--- src/tcs_pkg.sv ---
// Shared types and constants for the text character statistics block.
// No dependencies.
`default_nettype none

package tcs_pkg;

	localparam int LETTER_BINS  = 26;
	localparam int LETTER_IDX_W = $clog2(LETTER_BINS);
	localparam int STAT_IDX_W   = 6;
	localparam int STAT_VALUE_W = 48;
	localparam int VALUE_W      = 32;
	localparam int NUM_STATS    = 35;

	typedef logic [STAT_IDX_W-1:0]   stat_idx_t;
	typedef logic [LETTER_IDX_W-1:0] letter_idx_t;

	// report order
	localparam stat_idx_t STAT_TOTAL     = 6'd0;
	localparam stat_idx_t STAT_LETTERS   = 6'd1;
	localparam stat_idx_t STAT_SPACE     = 6'd2;
	localparam stat_idx_t STAT_DIGITS    = 6'd3;
	localparam stat_idx_t STAT_OTHER     = 6'd4;
	localparam stat_idx_t STAT_UPPER     = 6'd5;
	localparam stat_idx_t STAT_LOWER     = 6'd6;
	localparam stat_idx_t STAT_INT_COUNT = 6'd7;
	localparam stat_idx_t STAT_INT_SUM   = 6'd8;
	localparam stat_idx_t STAT_HIST_BASE = 6'd9;
	localparam stat_idx_t STAT_LAST      = 6'(NUM_STATS - 1);

	// class counter slots
	localparam int CLS_LETTER = 0;
	localparam int CLS_SPACE  = 1;
	localparam int CLS_DIGIT  = 2;
	localparam int CLS_OTHER  = 3;
	localparam int CASE_UPPER = 0;
	localparam int CASE_LOWER = 1;

	// character codes
	localparam logic [7:0] CH_0     = 8'h30;
	localparam logic [7:0] CH_9     = 8'h39;
	localparam logic [7:0] CH_UA    = 8'h41;
	localparam logic [7:0] CH_UZ    = 8'h5A;
	localparam logic [7:0] CH_LA    = 8'h61;
	localparam logic [7:0] CH_LZ    = 8'h7A;
	localparam logic [7:0] CH_SPACE = 8'h20;
	localparam logic [7:0] CH_TAB   = 8'h09;
	localparam logic [7:0] CH_CR    = 8'h0D;

	typedef struct packed {
		logic        is_digit;
		logic        is_upper;
		logic        is_lower;
		logic        is_space;
		logic        is_other;
		logic [3:0]  digit;
		letter_idx_t letter;
	} byte_class_t;

endpackage

`default_nettype wire

--- src/tcs_ram.sv ---
// Generic single-write, single-read synchronous RAM with registered read.
// No dependencies.
`default_nettype none

module tcs_ram #(
	parameter int WIDTH = 32,
	parameter int DEPTH = 26
) (
	input  wire logic                     clk,
	input  wire logic                     wr_en,
	input  wire logic [$clog2(DEPTH)-1:0] wr_addr,
	input  wire logic [WIDTH-1:0]         wr_data,
	input  wire logic                     rd_en,
	input  wire logic [$clog2(DEPTH)-1:0] rd_addr,
	output logic      [WIDTH-1:0]         rd_data
);

	logic [WIDTH-1:0] mem [DEPTH];

	always_ff @(posedge clk) begin
		if (wr_en) begin
			mem[wr_addr] <= wr_data;
		end
		if (rd_en) begin
			rd_data <= mem[rd_addr];
		end
	end

endmodule

`default_nettype wire

--- src/text_character_statistics.sv ---
// Top level of the text character statistics block: classifier, counters,
// letter histogram RAM and report sequencer. Depends on tcs_pkg and tcs_ram.
`default_nettype none

//  channel | signals                                  | dir | contents
//  --------+------------------------------------------+-----+---------------------------
//  input   | in_valid, in_ready, data_byte,           | in  | one text byte per request,
//          | end_of_text                              |     | end_of_text on the last
//  output  | out_valid, out_ready, stat_index,        | out | 35 statistics per text,
//          | stat_value, last_stat                    |     | last_stat on index 34
//
//  One byte per cycle while a text streams in; the letter histogram RAM is read
//  at accept and written back in the cycle after, with a bypass of the last write.
//  The byte marked end_of_text is followed by drain, run flush and the RAM read,
//  then 35 report requests, one per cycle that out_ready allows; in_ready is
//  low from that byte until the last statistic is taken.
//  Reset (arst_n low) clears every counter and the histogram valid bits at once.

module text_character_statistics #(
	parameter int COUNT_BITS = 32
) (
	input  wire logic                               clk,
	input  wire logic                               arst_n,
	input  wire logic                               in_valid,
	output logic                                    in_ready,
	input  wire logic [7:0]                         data_byte,
	input  wire logic                               end_of_text,
	output logic                                    out_valid,
	input  wire logic                               out_ready,
	output logic      [tcs_pkg::STAT_IDX_W-1:0]     stat_index,
	output logic      [tcs_pkg::STAT_VALUE_W-1:0]   stat_value,
	output logic                                    last_stat
);

	import tcs_pkg::*;

	typedef logic [COUNT_BITS-1:0] count_t;

	typedef enum logic [1:0] {
		ST_RUN,
		ST_FLUSH,
		ST_REPORT
	} state_t;

	function automatic count_t bump(input count_t c);
		return (&c) ? c : c + 1'b1;
	endfunction

	state_t state_q;

	// counters
	count_t                   total_q;
	count_t                   class_q [4];
	count_t                   case_q  [2];
	count_t                   int_count_q;
	logic [STAT_VALUE_W-1:0]  int_sum_q;
	logic                     in_number_q;
	logic [VALUE_W-1:0]       number_q;
	logic [LETTER_BINS-1:0]   hist_vld_q;

	// update stage
	logic        v_s1;
	byte_class_t cls_s1;

	// last histogram write, for the bypass
	logic        wr_valid_q;
	letter_idx_t wr_addr_q;
	count_t      wr_data_q;

	// report fetch
	stat_idx_t   fetch_idx_q;
	logic        fetch_done_q;
	logic        f_valid_s1;
	stat_idx_t   f_idx_s1;
	logic        f_hvld_s1;

	// output register
	logic                    out_valid_q;
	stat_idx_t               stat_index_q;
	logic [STAT_VALUE_W-1:0] stat_value_q;
	logic                    last_stat_q;

	byte_class_t in_cls;
	logic        accept;
	logic        issue;
	logic        f_adv;
	letter_idx_t fetch_addr;
	letter_idx_t ram_rd_addr;
	count_t      ram_rd_data;
	count_t      hist_old;
	count_t      hist_new;
	logic        hist_wr;
	logic [VALUE_W+3:0]      nv_mul;
	logic [VALUE_W-1:0]      nv_next;
	logic [STAT_VALUE_W:0]   sum_add;
	logic [STAT_VALUE_W-1:0] sum_next;
	logic [STAT_VALUE_W-1:0] f_value;

	assign in_ready   = (state_q == ST_RUN);
	assign accept     = in_valid && in_ready;
	assign out_valid  = out_valid_q;
	assign stat_index = stat_index_q;
	assign stat_value = stat_value_q;
	assign last_stat  = last_stat_q;

	// byte classifier
	always_comb begin
		in_cls          = '0;
		in_cls.is_digit = data_byte inside {[CH_0:CH_9]};
		in_cls.is_upper = data_byte inside {[CH_UA:CH_UZ]};
		in_cls.is_lower = data_byte inside {[CH_LA:CH_LZ]};
		in_cls.is_space = data_byte inside {CH_SPACE, [CH_TAB:CH_CR]};
		in_cls.is_other = !(in_cls.is_digit || in_cls.is_upper ||
			in_cls.is_lower || in_cls.is_space);
		in_cls.digit    = 4'(data_byte - CH_0);
		if (in_cls.is_upper) begin
			in_cls.letter = LETTER_IDX_W'(data_byte - CH_UA);
		end else if (in_cls.is_lower) begin
			in_cls.letter = LETTER_IDX_W'(data_byte - CH_LA);
		end
	end

	// histogram read-modify-write; bypass covers the write that lands on the
	// same edge as the read of the next byte
	assign hist_wr  = v_s1 && (cls_s1.is_upper || cls_s1.is_lower);
	assign hist_old = (wr_valid_q && (wr_addr_q == cls_s1.letter)) ? wr_data_q :
		(hist_vld_q[cls_s1.letter] ? ram_rd_data : '0);
	assign hist_new = bump(hist_old);

	// digit run arithmetic: value*10 + digit, then run value into the sum
	assign nv_mul   = ({4'b0, number_q} << 3) + ({4'b0, number_q} << 1) +
		(VALUE_W+4)'(cls_s1.digit);
	assign nv_next  = (|nv_mul[VALUE_W+3:VALUE_W]) ? '1 : nv_mul[VALUE_W-1:0];
	assign sum_add  = {1'b0, int_sum_q} + (STAT_VALUE_W+1)'(number_q);
	assign sum_next = sum_add[STAT_VALUE_W] ? '1 : sum_add[STAT_VALUE_W-1:0];

	// report fetch: one statistic per cycle, stalls with the output register
	assign f_adv      = f_valid_s1 && (!out_valid_q || out_ready);
	assign issue      = (state_q == ST_REPORT) && !fetch_done_q && (!f_valid_s1 || f_adv);
	assign fetch_addr = (fetch_idx_q >= STAT_HIST_BASE) ?
		LETTER_IDX_W'(fetch_idx_q - STAT_HIST_BASE) : '0;
	assign ram_rd_addr = (state_q == ST_REPORT) ? fetch_addr : in_cls.letter;

	always_comb begin
		case (f_idx_s1)
			STAT_TOTAL:     f_value = STAT_VALUE_W'(total_q);
			STAT_LETTERS:   f_value = STAT_VALUE_W'(class_q[CLS_LETTER]);
			STAT_SPACE:     f_value = STAT_VALUE_W'(class_q[CLS_SPACE]);
			STAT_DIGITS:    f_value = STAT_VALUE_W'(class_q[CLS_DIGIT]);
			STAT_OTHER:     f_value = STAT_VALUE_W'(class_q[CLS_OTHER]);
			STAT_UPPER:     f_value = STAT_VALUE_W'(case_q[CASE_UPPER]);
			STAT_LOWER:     f_value = STAT_VALUE_W'(case_q[CASE_LOWER]);
			STAT_INT_COUNT: f_value = STAT_VALUE_W'(int_count_q);
			STAT_INT_SUM:   f_value = int_sum_q;
			default:        f_value = f_hvld_s1 ? STAT_VALUE_W'(ram_rd_data) : '0;
		endcase
	end

	tcs_ram #(
		.WIDTH (COUNT_BITS),
		.DEPTH (LETTER_BINS)
	) u_hist_ram (
		.clk     (clk),
		.wr_en   (hist_wr),
		.wr_addr (cls_s1.letter),
		.wr_data (hist_new),
		.rd_en   (accept || issue),
		.rd_addr (ram_rd_addr),
		.rd_data (ram_rd_data)
	);

	always_ff @(posedge clk or negedge arst_n) begin
		if (!arst_n) begin
			state_q      <= ST_RUN;
			total_q      <= '0;
			class_q      <= '{default: '0};
			case_q       <= '{default: '0};
			int_count_q  <= '0;
			int_sum_q    <= '0;
			in_number_q  <= 1'b0;
			number_q     <= '0;
			hist_vld_q   <= '0;
			v_s1         <= 1'b0;
			cls_s1       <= '0;
			wr_valid_q   <= 1'b0;
			wr_addr_q    <= '0;
			wr_data_q    <= '0;
			fetch_idx_q  <= '0;
			fetch_done_q <= 1'b0;
			f_valid_s1   <= 1'b0;
			f_idx_s1     <= '0;
			f_hvld_s1    <= 1'b0;
			out_valid_q  <= 1'b0;
			stat_index_q <= '0;
			stat_value_q <= '0;
			last_stat_q  <= 1'b0;
		end else begin
			v_s1       <= accept;
			wr_valid_q <= hist_wr;
			if (accept) begin
				cls_s1 <= in_cls;
			end

			// counter update, in the cycle after accept
			if (v_s1) begin
				total_q <= bump(total_q);
				if (cls_s1.is_digit) begin
					class_q[CLS_DIGIT] <= bump(class_q[CLS_DIGIT]);
					if (!in_number_q) begin
						in_number_q <= 1'b1;
						int_count_q <= bump(int_count_q);
						number_q    <= VALUE_W'(cls_s1.digit);
					end else begin
						number_q <= nv_next;
					end
				end else begin
					if (in_number_q) begin
						int_sum_q   <= sum_next;
						in_number_q <= 1'b0;
						number_q    <= '0;
					end
					if (cls_s1.is_upper) begin
						class_q[CLS_LETTER] <= bump(class_q[CLS_LETTER]);
						case_q[CASE_UPPER]  <= bump(case_q[CASE_UPPER]);
					end
					if (cls_s1.is_lower) begin
						class_q[CLS_LETTER] <= bump(class_q[CLS_LETTER]);
						case_q[CASE_LOWER]  <= bump(case_q[CASE_LOWER]);
					end
					if (cls_s1.is_space) begin
						class_q[CLS_SPACE] <= bump(class_q[CLS_SPACE]);
					end
					if (cls_s1.is_other) begin
						class_q[CLS_OTHER] <= bump(class_q[CLS_OTHER]);
					end
				end
				if (hist_wr) begin
					hist_vld_q[cls_s1.letter] <= 1'b1;
					wr_addr_q                 <= cls_s1.letter;
					wr_data_q                 <= hist_new;
				end
			end

			// report fetch and output register
			if (issue) begin
				f_valid_s1  <= 1'b1;
				f_idx_s1    <= fetch_idx_q;
				f_hvld_s1   <= hist_vld_q[fetch_addr];
				fetch_idx_q <= fetch_idx_q + 1'b1;
				if (fetch_idx_q == STAT_LAST) begin
					fetch_done_q <= 1'b1;
				end
			end else if (f_adv) begin
				f_valid_s1 <= 1'b0;
			end

			if (f_adv) begin
				out_valid_q  <= 1'b1;
				stat_index_q <= f_idx_s1;
				stat_value_q <= f_value;
				last_stat_q  <= (f_idx_s1 == STAT_LAST);
			end else if (out_ready) begin
				out_valid_q <= 1'b0;
			end

			case (state_q)
				ST_RUN: begin
					if (accept && end_of_text) begin
						state_q <= ST_FLUSH;
					end
				end
				ST_FLUSH: begin
					// wait for the last byte to commit, then close an open run
					if (!v_s1) begin
						if (in_number_q) begin
							int_sum_q   <= sum_next;
							in_number_q <= 1'b0;
							number_q    <= '0;
						end
						fetch_idx_q  <= '0;
						fetch_done_q <= 1'b0;
						state_q      <= ST_REPORT;
					end
				end
				ST_REPORT: begin
					if (out_valid_q && out_ready && last_stat_q) begin
						total_q     <= '0;
						class_q     <= '{default: '0};
						case_q      <= '{default: '0};
						int_count_q <= '0;
						int_sum_q   <= '0;
						in_number_q <= 1'b0;
						number_q    <= '0;
						hist_vld_q  <= '0;
						state_q     <= ST_RUN;
					end
				end
				default: begin
					state_q <= ST_RUN;
				end
			endcase
		end
	end

endmodule

`default_nettype wire

--- config.mk ---
export PLATFORM = sky130hd
export DESIGN_NAME = text_character_statistics
export DESIGN_NICKNAME = d
export VERILOG_FILES = /design/src/tcs_pkg.sv /design/src/tcs_ram.sv /design/src/text_character_statistics.sv
export SDC_FILE = /design/constraint.sdc
export NUM_CORES = 2
export LEC_CHECK = 0
export BUFFER_PORTS_ARGS = -buffer_cell sky130_fd_sc_hd__clkbuf_2
export CAP_MARGIN = 15
export CORE_UTILIZATION = 65
export CTS_BUF_LIST = sky130_fd_sc_hd__clkbuf_4
export DETAILED_ROUTE_END_ITERATION = 12
export PLACE_DENSITY = 0.82
export SLEW_MARGIN = 25
export SYNTH_ARGS = -nofsm -noshare
export SYNTH_HDL_FRONTEND = slang
export SYNTH_HIERARCHICAL = 1
export SYNTH_SLANG_ARGS = --single-unit
export TNS_END_PERCENT = 10
--- constraint.sdc ---
create_clock -name clk -period 11.6 [get_ports clk]
set_input_delay 2.32 -clock clk [delete_from_list [all_inputs] [get_ports clk]]
set_output_delay 2.32 -clock clk [all_outputs]
set_load 0.05 [all_outputs]
==> key figures <==
Outcome
  • Status: complete, but fails checks
  • Violated checks: design-rule violations

Synthesis
  • Largest cells by area after synthesis: edfxtp_1, dfrtp_1, mux4_2
  • Primary FF master, synth: edfxtp_1
  • Cell count after synthesis: 5,105
  • Complex-gate fraction of the synthesized area: roughly a tenth
  • Mean Syn Cell Area: around 13 um^2
  • Synth Register Bits: around 1,400
  • Sequential share of the synthesized area: 59.8%
  • Number of distinct library cells after synthesis: 99
  • Ys Warns: 6
  • Post-synthesis xor/xnor area fraction: 4.13%
  • Synthesized area: between 0.06 and 0.07 mm^2
  • Fraction of registers with async set/reset: between 30% and 40%
  • Simple-gate share of the synthesized area: about an eighth
  • Synth cell count leaders: edfxtp_1, nand2_1, dfrtp_1
  • Synthesized Nets: between 5,000 and 6,000
  • Mux contribution to synthesized area: 9.14%
  • Dominant cell type by area after synthesis: edfxtp_1
  • Largest family of logic cells by synthesized area: simple AND/OR/NAND/NOR gates
  • Post-synthesis adder-cell area fraction: 2.33%
  • Most frequent cell after synthesis: edfxtp_1
  • Number of synthesized flops with an enable pin: 864
  • Top cell type's share of synthesized area: between 40% and 50%

Final layout
  • Area Growth Syn to Fin: 9.93%
  • Fin util: roughly 72%
  • Final Cell Area: ~0.070 mm^2
  • Fraction of layout cells with a size suffix above 1: between 10% and 20%
  • Fin nets: 5,503
  • Fillcell total: about 6,300

Route
  • 1st-pass router iterations: 13
  • DR DRC count: 11
  • DR iter-0 viols: roughly 5,700
  • Wire per inst: roughly 26 um
  • Post-Route WL: 178,000 um
  • Drt via density: roughly 6.7
  • Final ANT Viol Nets: 0
  • DR vias: 46,337

Global route
  • Vias in the first global route: approximately 45,000
  • Largest net degree at the start of global routing: between 150 and 200
  • GRT met1 Usage: between 40% and 50%
  • GR peak layer: met2
  • GR Util met2: ~56%
  • GRT overflow: 0
  • GRT Util Overall: 36.0%
  • Initial antenna violation count: 6
  • Grt met3 use: between 7 and 8%
  • First-pass GRT wire length: ~270,000 um

Place
  • Number of port buffers: 69
  • DP Wirelength: approximately 110,000 um
  • GP Congestion: 0.970
  • Area post-placement: ~0.066 mm^2

Flow run
  • Max-Cap Viols: 0

Floorplan
  • Die Area: about 0.10 mm^2
  • Die width: about 320 um
  • Initial Util: about 66%
  • Die Span Y: roughly 320 um
  • Core Footprint: 0.0970 mm^2
  • IO Count: 70
  • Row cnt: approximately 110

Setup path
  • CP endpoint kind: flop
  • CP required: roughly 13 ns
  • Cell mode on critical path: buf_12
  • Worst path cell trace: clkbuf_2 -> inv_1 -> ha_1 -> or3b_2 -> o311ai_0 -> or2_2 -> o31ai_4 -> buf_12 -> buf_12 -> mux4_1 -> mux2_2 -> o211ai_2 -> o311ai_1
  • FF-to-FF setup slack: about 6.4 ns
  • Critical Path AT: between 6 and 7 ns
  • Worst Setup Start Kind: input pin
  • Worst path slowest cell: mux4_1
  • Reg-to-reg critical path startpoint: int_sum_q[0]
  • Cell family with most CP delay: buffers and inverters
  • Worst path max stage delay: about 0.66 ns
  • Worst Setup SP: data_byte[0]
  • Critical path buffers and inverters: 4
  • Worst Path Max Fanout: slightly above 90
  • Crit path kind: input pin to flop

Timing
  • Final setup fails: 0
  • Fmax: roughly 0.17 GHz
  • Worst-margin pin slew: between 1 and 1.5 ns
  • Slew Viols, Final: 0
  • Tmin final: approximately 6 ns
  • Clock Skew: roughly 0.12 ns
  • Period utilisation layout: between 50% and 60%
  • Relative slew slack: 21.9%
  • Setup TNS: 0 ns
  • Endpoints failing hold: 0
  • Unrepaired setup endpoints after global routing: false

Pwr
  • Peak supply drop: roughly 0.00013 V
  • Power Dens Cells: approximately 200 mW/mm^2
  • LEAKAGE: between 20 and 30 nW

Hold path
  • Class of the tightest hold or removal check: flop to flop
  • Hold wc startpoint: stat_value[41]

CTS
  • CTS Sinks: between 1,000 and 1,500
  • CTS tree: done
  • H-tree levels: 5
  • # resized after CTS: 0
  • CTS max path bufs: 4
  • Worst-path clk slew: around 0.070 ns
  • Clk_lat worst skew: between 1 and 1.5 ns
  • CTS Hold Buffers Added: 0
  • Clk Tree Root Cell: clkbuf_4
  • Setup repair bufs after CTS: 0
  • Num CTS Buffers: 351
## path summary, 6_finish.rpt
path,to,cells after the start
setup / recovery,u_hist_ram/rd_data[1],13
hold reg to reg,stat_value[41],2
min in group asynchronous,case_q[59],1
hold / removal,stat_value[41],2
max in group asynchronous,number_q[10],4
setup reg to reg,int_sum_q[47],12
## placed cells by master (no fill, tap or decap), types with 27 or more instances in the layout
cell	instances
a21o_1	37
a21oi_1	175
a221oi_1	34
a222oi_1	36
a22o_1	38
a22oi_1	99
a31oi_1	45
a41oi_1	28
and2_1	27
and3_1	51
and4_1	31
buf_4	98
clkbuf_2	68
clkbuf_4	490
clkinv_1	64
dfrtp_1	488
edfxtp_1	864
ha_1	114
inv_1	63
mux2_2	78
mux2i_1	165
mux4_1	34
mux4_2	106
nand2_1	564
nand3_1	174
nand4_1	85
nor2_1	433
nor2_4	30
nor3_1	86
o21ai_0	228
o311ai_1	32
or3_1	52
xnor2_1	112
xor2_1	181
## metrics by stage
step                      setup slack, ns  hold WS [ns]  total power [mW]  std cells
after global routing                 5.46         0.500              14.7       6875
after CTS                            5.70         0.471              14.0       6867
after floorplan                      6.02         0.442              8.73       5105
final                                5.64         0.469              14.1       6875
after detailed placement             4.40         0.455              10.2       6293
after global placement               4.56         0.449              10.0       6293
## metal layers
| layer | share of wire [%] | vias up |
|---|---|---|
| met4 | 7.1 | 6 |
| met1 | 35 | 22479 |
| met2 | 47 | 3048 |
| met5 | 0.025 | - |
| li1 | - | 20066 |
| met3 | 11 | 738 |
## state kept, by name (all words and copies together), names as in the netlist, 48 cells and up
| name | flops |
|---|---|
| u_hist_ram/mem | 832 |
| class_q | 128 |
| case_q | 64 |
| int_sum_q | 48 |
| stat_value | 48 |
## kinds of logic (layout without fill, tap and decap cells)
family,after synthesis,in the layout
AOI/OAI and AO/OA,949,949
adders and majority gates,117,117
buffers and inverters,325,814
muxes,385,385
xor gates and xnor gates,301,301
and+or+nand+nor,1675,1675
other,0,5
DFF,1353,1353
## layout make-up
class,count,area (um^2),area share (%)
flip-flops and latches,1353,38200,54.4
multi-input cells,3427,24800,35.3
clock buffers,490,3680,5.24
well taps,1276,1600,2.27
repair buffers,176,1280,1.82
clock inverters,84,435,0.620
inverters,64,240,0.342
diodes,5,12.5,0.0178
## tightest hold or removal path, stage by stage, from the launching register on
cell and delay (ns):
dfrtp_1 0.34, nand2_1 0.05, nand2_1 0.05
## where the power goes
part / internal [mW] / total [mW] / switching [mW]
logic: 1.01 / 3.53 / 2.52
clock network: 2.02 / 3.91 / 1.89
registers: 6.18 / 6.69 / 0.510
total: 9.21 / 14.1 / 4.92
Note: power is estimated with default switching activity, not from simulation.
